===== config.mk =====
export PLATFORM = sky130hd
export DESIGN_NAME = block_length_code_unpacker
export DESIGN_NICKNAME = d
export VERILOG_FILES = /design/src/blcu_pkg.sv /design/src/blcu_extract.sv /design/src/block_length_code_unpacker.sv
export SDC_FILE = /design/constraint.sdc
export NUM_CORES = 1
export LEC_CHECK = 0
export BUFFER_PORTS_ARGS = -buffer_cell sky130_fd_sc_hd__buf_2
export CAP_MARGIN = 10
export CORE_UTILIZATION = 39
export CTS_CLUSTER_DIAMETER = 120
export DETAILED_ROUTE_END_ITERATION = 8
export GPL_ROUTABILITY_DRIVEN = 0
export SLEW_MARGIN = 15
export SYNTH_ARGS = -nofsm -noshare
export SYNTH_HDL_FRONTEND = slang
export SYNTH_SLANG_ARGS = --single-unit

===== constraint.sdc =====
create_clock -name aclk -period 7.5 [get_ports aclk]
set_input_delay 0 -clock aclk [delete_from_list [all_inputs] [get_ports aclk]]
set_output_delay 0 -clock aclk [all_outputs]
set_load 0.005 [all_outputs]

===== src/blcu_pkg.sv =====
// Package for the block length-code unpacker.
// Holds length-code constants and the struct passed from the field extract unit.
// No dependencies.
package blcu_pkg;

    localparam int BUF_W  = 40;  // body bit buffer width
    localparam int HELD_W = 6;   // bits-held counter width
    localparam int LEN_W  = 5;   // field length, up to 31
    localparam int WORD_W = 32;
    localparam int CODE_W = 4;

    localparam logic [CODE_W-1:0] CODE_ZERO = 4'd0;
    localparam logic [CODE_W-1:0] CODE_RAW  = 4'd1;

    localparam logic [LEN_W-1:0] RAW_BITS = 5'd18;
    localparam logic [LEN_W-1:0] LEN_BIAS = 5'd16;

    typedef struct packed {
        logic              need_more;  // not enough body bits buffered
        logic [LEN_W-1:0]  len;        // bits consumed by this word
        logic [WORD_W-1:0] word;       // decoded word
    } ext_t;

endpackage


===== src/blcu_extract.sv =====
// Shared field extract unit: one variable shift, mask and implied-one insert.
// Depends on blcu_pkg.
module blcu_extract (
    input  logic [blcu_pkg::BUF_W-1:0]  buf_bits,
    input  logic [blcu_pkg::HELD_W-1:0] held,
    input  logic [blcu_pkg::CODE_W-1:0] code,
    output blcu_pkg::ext_t              ext
);

    logic [blcu_pkg::LEN_W-1:0]  len;
    logic [blcu_pkg::HELD_W-1:0] sh;
    logic [blcu_pkg::BUF_W-1:0]  shifted;
    logic [blcu_pkg::WORD_W-1:0] mask;
    logic [blcu_pkg::WORD_W-1:0] implied;

    always_comb begin
        case (code)
            blcu_pkg::CODE_ZERO: len = '0;
            blcu_pkg::CODE_RAW:  len = blcu_pkg::RAW_BITS;
            default:             len = blcu_pkg::LEN_BIAS + blcu_pkg::LEN_W'(code);
        endcase
    end

    // sh is meaningless when need_more is set; result is then ignored
    assign sh      = held - {1'b0, len};
    assign shifted = buf_bits >> sh;
    assign mask    = ~({blcu_pkg::WORD_W{1'b1}} << len);
    assign implied = (code == blcu_pkg::CODE_ZERO || code == blcu_pkg::CODE_RAW)
                     ? '0 : (blcu_pkg::WORD_W'(1) << len);

    assign ext.need_more = (code != blcu_pkg::CODE_ZERO) && (held < {1'b0, len});
    assign ext.len       = len;
    assign ext.word      = (shifted[blcu_pkg::WORD_W-1:0] & mask) | implied;

endmodule


===== src/block_length_code_unpacker.sv =====
// Top level of the block length-code unpacker.
// Depends on blcu_pkg and blcu_extract.
//
// Usage:
//   s_ channel carries the compressed byte stream, one byte per transaction.
//   Each block opens with (WORDS_PER_BLOCK+1)/2 header bytes of 4-bit length
//   codes (high nibble first), then MSB-first body bits. The m_ channel
//   carries one decoded 32-bit word per transaction; m_block_end marks the
//   last word of a block.
// Sequencing:
//   Header bytes are taken one per cycle. After the last header byte, the
//   first word needs one header memory read (ST_FETCH) and one decode
//   (ST_DEC) before it is registered. Each later word takes one decode,
//   plus one header memory read per header byte (every second word), once
//   bits are buffered; all decodes use the single shared extract unit
//   (one variable shift). A word whose field is not yet buffered takes in
//   body bytes one at a time, each followed by a decode retry. Zero-coded
//   words consume no body bits and come out with the stream held off.
// Reset:
//   aresetn (synchronous, active low) returns to header collection with an
//   empty bit buffer. Header memory is not cleared; it is always written
//   before it is read in a block.
// Back-pressure:
//   One output register. While it holds an unaccepted word the decoder
//   waits; a following word that lacks bits can still take in body bytes.
module block_length_code_unpacker #(
    parameter int WORDS_PER_BLOCK = 64
) (
    input  logic        aclk,
    input  logic        aresetn,
    input  logic        s_valid,
    output logic        s_ready,
    input  logic [7:0]  s_stream_byte,
    output logic        m_valid,
    input  logic        m_ready,
    output logic [31:0] m_word,
    output logic        m_block_end
);

    localparam int HDR_BYTES = (WORDS_PER_BLOCK + 1) / 2;
    localparam int HA_W      = (HDR_BYTES > 1) ? $clog2(HDR_BYTES) : 1;
    localparam int WI_W      = $clog2(WORDS_PER_BLOCK);

    typedef enum logic [1:0] {
        ST_HDR,    // collecting header bytes
        ST_FETCH,  // header memory read in flight
        ST_DEC,    // decoding current word
        ST_BODY    // waiting for a body byte
    } state_t;

    state_t                        state_reg, state_next;
    logic [HA_W-1:0]               hdr_cnt_reg, hdr_cnt_next;
    logic [WI_W-1:0]               word_idx_reg, word_idx_next;
    logic [blcu_pkg::BUF_W-1:0]    buf_reg, buf_next;
    logic [blcu_pkg::HELD_W-1:0]   held_reg, held_next;
    logic                          m_valid_reg, m_valid_next;
    logic [31:0]                   m_word_reg, m_word_next;
    logic                          m_block_end_reg, m_block_end_next;

    // header code memory
    logic [7:0]      hdr_mem [HDR_BYTES];
    logic [7:0]      hdr_byte_reg;
    logic [HA_W-1:0] rd_addr;
    logic            hdr_wr;

    logic                      in_acc;
    logic                      out_free;
    logic                      last_word;
    logic [blcu_pkg::CODE_W-1:0] code;
    blcu_pkg::ext_t            ext;

    assign s_ready   = (state_reg == ST_HDR) || (state_reg == ST_BODY);
    assign in_acc    = s_valid && s_ready;
    assign hdr_wr    = in_acc && (state_reg == ST_HDR);
    assign rd_addr   = HA_W'(word_idx_reg >> 1);
    assign out_free  = !m_valid_reg || m_ready;
    assign last_word = (word_idx_reg == WI_W'(WORDS_PER_BLOCK - 1));
    assign code      = word_idx_reg[0] ? hdr_byte_reg[3:0] : hdr_byte_reg[7:4];

    always_ff @(posedge aclk) begin
        if (hdr_wr) begin
            hdr_mem[hdr_cnt_reg] <= s_stream_byte;
        end
        hdr_byte_reg <= hdr_mem[rd_addr];
    end

    blcu_extract u_extract (
        .buf_bits (buf_reg),
        .held     (held_reg),
        .code     (code),
        .ext      (ext)
    );

    always_comb begin
        state_next       = state_reg;
        hdr_cnt_next     = hdr_cnt_reg;
        word_idx_next    = word_idx_reg;
        buf_next         = buf_reg;
        held_next        = held_reg;
        m_valid_next     = m_valid_reg && !m_ready;
        m_word_next      = m_word_reg;
        m_block_end_next = m_block_end_reg;

        case (state_reg)
            ST_HDR: begin
                if (in_acc) begin
                    if (hdr_cnt_reg == HA_W'(HDR_BYTES - 1)) begin
                        hdr_cnt_next = '0;
                        state_next   = ST_FETCH;
                    end else begin
                        hdr_cnt_next = hdr_cnt_reg + 1'b1;
                    end
                end
            end
            ST_FETCH: begin
                state_next = ST_DEC;
            end
            ST_DEC: begin
                if (ext.need_more) begin
                    state_next = ST_BODY;
                end else if (out_free) begin
                    m_valid_next     = 1'b1;
                    m_word_next      = ext.word;
                    m_block_end_next = last_word;
                    held_next        = held_reg - {1'b0, ext.len};
                    if (last_word) begin
                        // leftover padding bits dropped
                        word_idx_next = '0;
                        held_next     = '0;
                        state_next    = ST_HDR;
                    end else begin
                        word_idx_next = word_idx_reg + 1'b1;
                        // odd word done: next code lives in the next header byte
                        state_next    = word_idx_reg[0] ? ST_FETCH : ST_DEC;
                    end
                end
            end
            ST_BODY: begin
                if (in_acc) begin
                    buf_next   = {buf_reg[blcu_pkg::BUF_W-9:0], s_stream_byte};
                    held_next  = held_reg + blcu_pkg::HELD_W'(8);
                    state_next = ST_DEC;
                end
            end
            default: begin
                state_next = ST_HDR;
            end
        endcase
    end

    always_ff @(posedge aclk) begin
        if (!aresetn) begin
            state_reg    <= ST_HDR;
            hdr_cnt_reg  <= '0;
            word_idx_reg <= '0;
            held_reg     <= '0;
            m_valid_reg  <= 1'b0;
        end else begin
            state_reg    <= state_next;
            hdr_cnt_reg  <= hdr_cnt_next;
            word_idx_reg <= word_idx_next;
            held_reg     <= held_next;
            m_valid_reg  <= m_valid_next;
        end
        buf_reg         <= buf_next;
        m_word_reg      <= m_word_next;
        m_block_end_reg <= m_block_end_next;
    end

    assign m_valid     = m_valid_reg;
    assign m_word      = m_word_reg;
    assign m_block_end = m_block_end_reg;

    // buffer never overflows: a byte is only pulled in while held < 31
    a_held_bound: assert property (@(posedge aclk) disable iff (!aresetn)
        held_reg <= blcu_pkg::HELD_W'(38))
        else $error("bit buffer count out of range");

    a_block_restart: assert property (@(posedge aclk) disable iff (!aresetn)
        (state_reg == ST_DEC && !ext.need_more && out_free && last_word)
        |=> (state_reg == ST_HDR && word_idx_reg == '0 && held_reg == '0))
        else $error("block end did not restart header collection");

    a_body_fill: assert property (@(posedge aclk) disable iff (!aresetn)
        (in_acc && state_reg == ST_BODY)
        |=> (held_reg == $past(held_reg) + blcu_pkg::HELD_W'(8)))
        else $error("body byte not added to bit count");

    a_no_emit_in_hdr: assert property (@(posedge aclk) disable iff (!aresetn)
        (state_reg == ST_HDR && hdr_cnt_reg != '0) |-> !m_valid_next || m_valid_reg)
        else $error("word produced during header collection");

endmodule

==> results of run 1 <==
## logic make-up (layout without fill, tap and decap cells)
logic type               count (synthesis)  count (layout)  synth area share, %
buffers and inverters                   85             150                 2.29
multiplexers                           184             184                 18.2
AO/OA/AOI/OAI                          160             160                 6.71
AND/OR/NAND/NOR                        289             289                 8.68
XOR/XNOR                                 8               8                0.418
adder cells (fa/ha/maj)                 18              18                 1.43
flip-flops                             357             357                 62.2
## routing by layer
metal | share of wire (%) | up-vias | track usage [%] | wire (um)
li1 | - | 4486 | - | -
met1 | 44 | 5042 | 25.9 | 17600
met2 | 47 | 370 | 29.1 | 18800
met3 | 5.3 | 84 | 2.54 | 2120
met4 | 3.2 | 0 | 6.31 | 1270
met5 | 0 | - | 0 | 0
## cell usage in the layout, fill, tap and decap left out, types with 8 or more instances in the layout
cell       synthesis  routed
nor4_1            15      15
nand2b_1           8       8
edfxtp_1         329     329
and3_1            14      14
inv_1             19      19
nor3_1            20      19
ha_1              16      16
clkbuf_16          0      38
o22ai_1            8       8
a21oi_1           29      29
or3_1              8       8
nand3_1           26      26
nand2_1           77      77
buf_2             10      46
nor2b_1           10      10
dfxtp_1           28      26
clkinv_2           0      10
mux2_2            28      28
nor2_1            74      74
mux2i_1           61      61
a31oi_1           12      12
buf_4              0      11
a21boi_0           9       9
o21ai_0           31      31
mux4_2            93      93
## worst max-delay path by stage
stage	start	end
finish	word_idx_reg[0]	m_word[23]
global route	word_idx_reg[0]	m_word[23]
CTS	word_idx_reg[0]	m_word[23]
detailed placement	word_idx_reg[0]	m_word[23]
global placement	word_idx_reg[0]	m_word[23]
floorplan	word_idx_reg[0]	m_word[0]
## layout make-up
| cell class | count | area [sq um] |
|---|---|---|
| fill | 3679 | 23400 |
| clock inverter | 19 | 205 |
| tap | 539 | 674 |
| timing repair buffer | 61 | 353 |
| inverter | 22 | 85.1 |
| clock buffer | 48 | 1020 |
| multi-input combinational | 659 | 6010 |
| sequential | 357 | 10400 |
## power groups by stage
| stage | Sequential (mW) | Combinational, mW | Clock, mW |
|---|---|---|---|
| 3_5_place_dp | 2.25 | 0.702 | 0 |
| 2_1_floorplan | 2.24 | 0.507 | 0 |
| 4_1_cts | 2.20 | 0.709 | 1.88 |
| 6_report | 2.20 | 0.719 | 1.85 |
| 3_3_place_gp | 2.24 | 0.704 | 0 |
| 5_1_grt | 2.21 | 0.770 | 1.94 |
## timing repair
item / CTS / global route
setup buffers: 0 / 0
endpoints found under the hold margin: 20 / 0
hold buffers: 4 / 0
## metrics by stage
stage / std cells / hold slack (ps) / utilization [%] / area [sq um] / total power [mW]
after detailed placement: 1634 / 384 / 41.5 / 17500 / 2.95
after floorplan: 1101 / 98.9 / - / 16800 / 2.75
after global routing: 1705 / 48.3 / 44.5 / 18800 / 4.92
after global placement: 1634 / 391 / 41.5 / 17500 / 2.95
final: 1705 / 24.7 / 44.5 / 18800 / 4.77
after CTS: 1705 / 27.0 / 44.5 / 18800 / 4.79
==> run_results.csv, run 1 <==
group,metric,value,unit
critical_path,cp-end-kind,"register",
critical_path,r2r_cells,11,
timing,slew_viol_final,0,
worst_hold_path,worstHoldEndpoint,"hdr_mem[14][0]",
power_and_ir_drop,leakage,6.09,nW
timing,slew_headroom,23.1,%
timing,setup_viol,0,
power_and_ir_drop,clkPwrFrac,38.7,%
finish,largest_reg_flops,256,
clocking,cts_max_path_buffers,3,
place,io_buffers,46,
power_and_ir_drop,p_comb_share,15.1,%
critical_path,cp_top_family,"compound AO/OA/AOI/OAI gates",
logic_synthesis,synth_ff_type,"edfxtp_1",
clocking,cts.htree.levels,2,
global_routing,grt_max_degree,69,
logic_synthesis,synth.avg_cell_area,15.2,sq um
logic_synthesis,synth.distinct_cells,80,
power_and_ir_drop,p_int,3.52,mW
timing,fin_ws,2430,ps
global_routing,first_global_vias,9881,
global_routing,grt_use_total,18.3,%
logic_synthesis,ys_ff_latch,357,
routing,wire_per_inst,23.3,um
logic_synthesis,synth_fp_nets,1131,
global_routing,grt_pass1_wl,61300,um
critical_path,r2r-start,"word_idx_reg[0]",
clocking,cts_tree,"done",
finish,antennaDiodeCount,0,
power_and_ir_drop,power_density,254,nW/um^2
critical_path,cp.arrival,5360,ps
place,dp_slack,2570,ps
logic_synthesis,synth_edf_count,329,
timing,fin_skew,17.3,ps
timing,worstMarginPinSlew,1140,ps
floorplanning,start_util,39.7,%
critical_path,critPathMaxFanout,61,
routing,first_iter_violations,1064,
logic_synthesis,synth_warnings,0,
critical_path,r2r_slack,2430,ps
floorplanning,dieWidth,209,um
logic_synthesis,yosysTopAreaCell,"edfxtp_1",
floorplanning,die_h,209,um
clocking,ctsResizeCount,0,
routing,drt-pass1-iter-count,5,
floorplanning,pin_count,47,
logic_synthesis,synth_common_cells,"329 x edfxtp_1, 93 x mux4_2, 77 x nand2_1",
power_and_ir_drop,p_switching,1.25,mW
global_routing,grt_overflow,0,
finish,drive_above_1_share,23.2,%
finish,layout.nets,1168,
clocking,cts_inserted_buffers,37,
global_routing,grt_antenna_before_repair,0,
finish,area_growth,12.0,%
critical_path,required,7800,ps
floorplanning,core_area,42200,sq um
power_and_ir_drop,switching_share,26.2,%
routing,avgViaCountPerCell,5.85,
critical_path,r2r_end,"m_word[23]",
critical_path,crit_chain,"mux2_2 > a21boi_0 > fa_1 > xnor2_2 > buf_4 > o311ai_0 > o221ai_1 > nor3_1 > a31oi_1 > a211oi_1 > o31a_1",
timing,finalCritPeriodShare,67.5,%
worst_hold_path,hold_path_class,"in -> reg",
floorplanning,die_area,43800,sq um
routing,drc,0,
flow_run,max_cap_viol_count,0,
critical_path,start_kind,"register",
logic_synthesis,netlist_instances,1101,
logic_synthesis,syn-cell-area,16800,sq um
clocking,clk_latency,540,ps
clocking,root_buffer,"clkbuf_16",
clocking,clkSlewWorstSetupHoldPaths,70,ps
timing,max_freq,0.197,GHz
timing,fin_setup_tns,0,ps
timing,period_minus_slack,5070,ps
critical_path,path_buf_inv,1,
floorplanning,floorplan.rows,75,
worst_hold_path,min_from,"s_stream_byte[0]",
status,status,"finished clean",
worst_hold_path,min_path_cells,1,
logic_synthesis,yosysMostFrequentCell,"edfxtp_1",
place,dpl.hpwl,26400,um
routing,vias,9982,
logic_synthesis,synth_top_area_share,58.9,%
clocking,cts_sinks,357,
routing,routed_wl,39800,um
power_and_ir_drop,p_seq_share,46.2,%
logic_synthesis,yosys-top-cells-area,"edfxtp_1 59%, mux4_2 12%, mux2i_1 3.6%",
logic_synthesis,synthArstFlopShare,0,%
logic_synthesis,ys_seq_area_share,62.2,%
timing,rsz0062_at_grt,"no",
critical_path,crit_slowest_cell,"dfxtp_1",
critical_path,critPathMaxStageDelay,750,ps
critical_path,critPathKind,"reg -> reg",
timing,hold_viol_final,0,
critical_path,path_depth,11,
routing,ant_nets,0,
power_and_ir_drop,vdd_drop_max,142,uV
Power figures use the tool's default switching activity.
==> inputs of run 2 (changes only) <==
Clock period 7.5 ns to 4.25 ns, I/O delays scaled along.
==> run 2 against run 1 <==
  * Final area rose by 1.3%
  * Register-to-register slack got worse by 2200 ps
  * Worst hold slack got worse by 5.5 ps
  * Routed wire length rose by 1.9%
  * Cell count rose by 2.2%
  * Largest cell class unchanged
  * Highest routed layer is now met5
==> run_results.csv, run 2 (synthesis results as in run 1) <==
group,metric,value,unit
power_and_ir_drop,vdd_drop_max,225,uV
place,dpl.hpwl,27300,um
routing,ant_nets,0,
critical_path,cp-end-kind,"register",
timing,fin_skew,22.5,ps
place,io_buffers,46,
timing,rsz0062_at_grt,"no",
timing,period_minus_slack,4060,ps
global_routing,grt_use_total,18.8,%
timing,worstMarginPinSlew,1060,ps
floorplanning,floorplan.rows,75,
floorplanning,die_area,43800,sq um
flow_run,max_cap_viol_count,0,
floorplanning,dieWidth,209,um
critical_path,critPathKind,"reg -> reg",
floorplanning,start_util,39.7,%
timing,fin_setup_tns,0,ps
floorplanning,pin_count,47,
clocking,cts_tree,"done",
clocking,clk_latency,560,ps
timing,slew_headroom,28.9,%
floorplanning,die_h,209,um
clocking,root_buffer,"clkbuf_16",
clocking,cts.htree.levels,2,
clocking,cts_inserted_buffers,38,
finish,antennaDiodeCount,0,
global_routing,grt_pass1_wl,62400,um
finish,layout_common_cells,"329 x edfxtp_1, 93 x mux4_2, 77 x nand2_1",
critical_path,required,4550,ps
global_routing,first_global_vias,9903,
global_routing,grt_max_degree,65,
finish,area_growth,13.4,%
status,status,"finished clean",
clocking,cts_max_path_buffers,3,
floorplanning,core_area,42200,sq um
finish,final_core_util,45.0,%
worst_hold_path,hold_path_class,"in -> reg",
timing,holdWs,19.2,ps
routing,drt-pass1-iter-count,5,
timing,max_freq,0.246,GHz
routing,drc,0,
clocking,clkSlewWorstSetupHoldPaths,60,ps
routing,avgViaCountPerCell,5.79,
global_routing,grt_antenna_before_repair,2,
critical_path,start_kind,"register",
routing,routed_wl,40500,um
finish,drive_above_1_share,24.3,%
power_and_ir_drop,leakage,6.21,nW
critical_path,cp.arrival,4370,ps
routing,vias,10100,
finish,layout.nets,1205,
timing,finalCritPeriodShare,95.5,%
finish,mostFrequentLayoutCell,"edfxtp_1",
timing,setup_viol,0,
timing,hold_viol_final,0,
power_and_ir_drop,power_density,435,nW/um^2
routing,wire_per_inst,23.3,um
timing,slew_viol_final,0,
routing,first_iter_violations,1014,
global_routing,grt_overflow,0,
critical_path,critPathMaxFanout,12,
clocking,cts_sinks,357,
worst_hold_path,min_path_cells,1,
finish,largest_reg_flops,256,
critical_path,r2r_cells,10,
run 2: path summary, 6_finish.rpt:
path | slack [ps] | to | startpoint
max | 190 | m_word[6] | word_idx_reg[0]
min | 20 | hdr_mem[7][4] | s_stream_byte[4]
max reg2reg | 190 | m_word[6] | word_idx_reg[0]
min reg2reg | 490 | buf_reg[8] | buf_reg[0]
run 2: layer usage:
metal,up-vias,share of wire [%],wire length [um],global-route usage [%]
li1,4558,-,-,-
met1,5082,44,17700,26.2
met2,365,48,19300,29.7
met3,84,5.4,2180,2.92
met4,4,3.1,1270,7.38
met5,-,0.064,26,0
run 2: per-stage QoR:
stage	setup WS (ps)	cells	total power, mW	cell area, sq um
floorplan	203	1101	4.85	16800
global placement	284	1665	5.29	17800
detailed placement	197	1665	5.29	17800
CTS	171	1742	8.33	19000
global route	21.8	1742	8.58	19000
finish	189	1742	8.28	19000
run 2: where the power goes:
part / switching [mW] / leakage [nW] / total (mW) / internal (mW)
sequential: 0.0215 / 3.18 / 3.89 / 3.87
clock: 1.37 / 0.538 / 3.03 / 1.65
combinational: 0.841 / 2.49 / 1.37 / 0.526
total: 2.24 / 6.21 / 8.28 / 6.04
run 2: cell type report:
type,instances,area (sq um)
Tap cell,539,674
Inverter,22,85.1
Clock inverter,25,150
Timing Repair Buffer,97,686
Fill cell,3708,23200
Sequential cell,357,10400
Multi-Input combinational cell,659,6010
Clock buffer,43,970
run 2: worst max-delay path: stages, from the launching register on:
cell	delay [ps]
dfxtp_1	540
buf_4	210
mux2_2	430
inv_1	200
ha_1	370
a21oi_1	230
nor2b_1	70
o31a_1	240
or3_1	460
or4_1	600
o311ai_0	450
run 2: what timing repair did:
action,CTS,global route
hold buffers,9,0
setup buffers,0,0
endpoints found under the setup margin,0,10
endpoints found under the hold margin,62,0
gates resized for setup,0,1
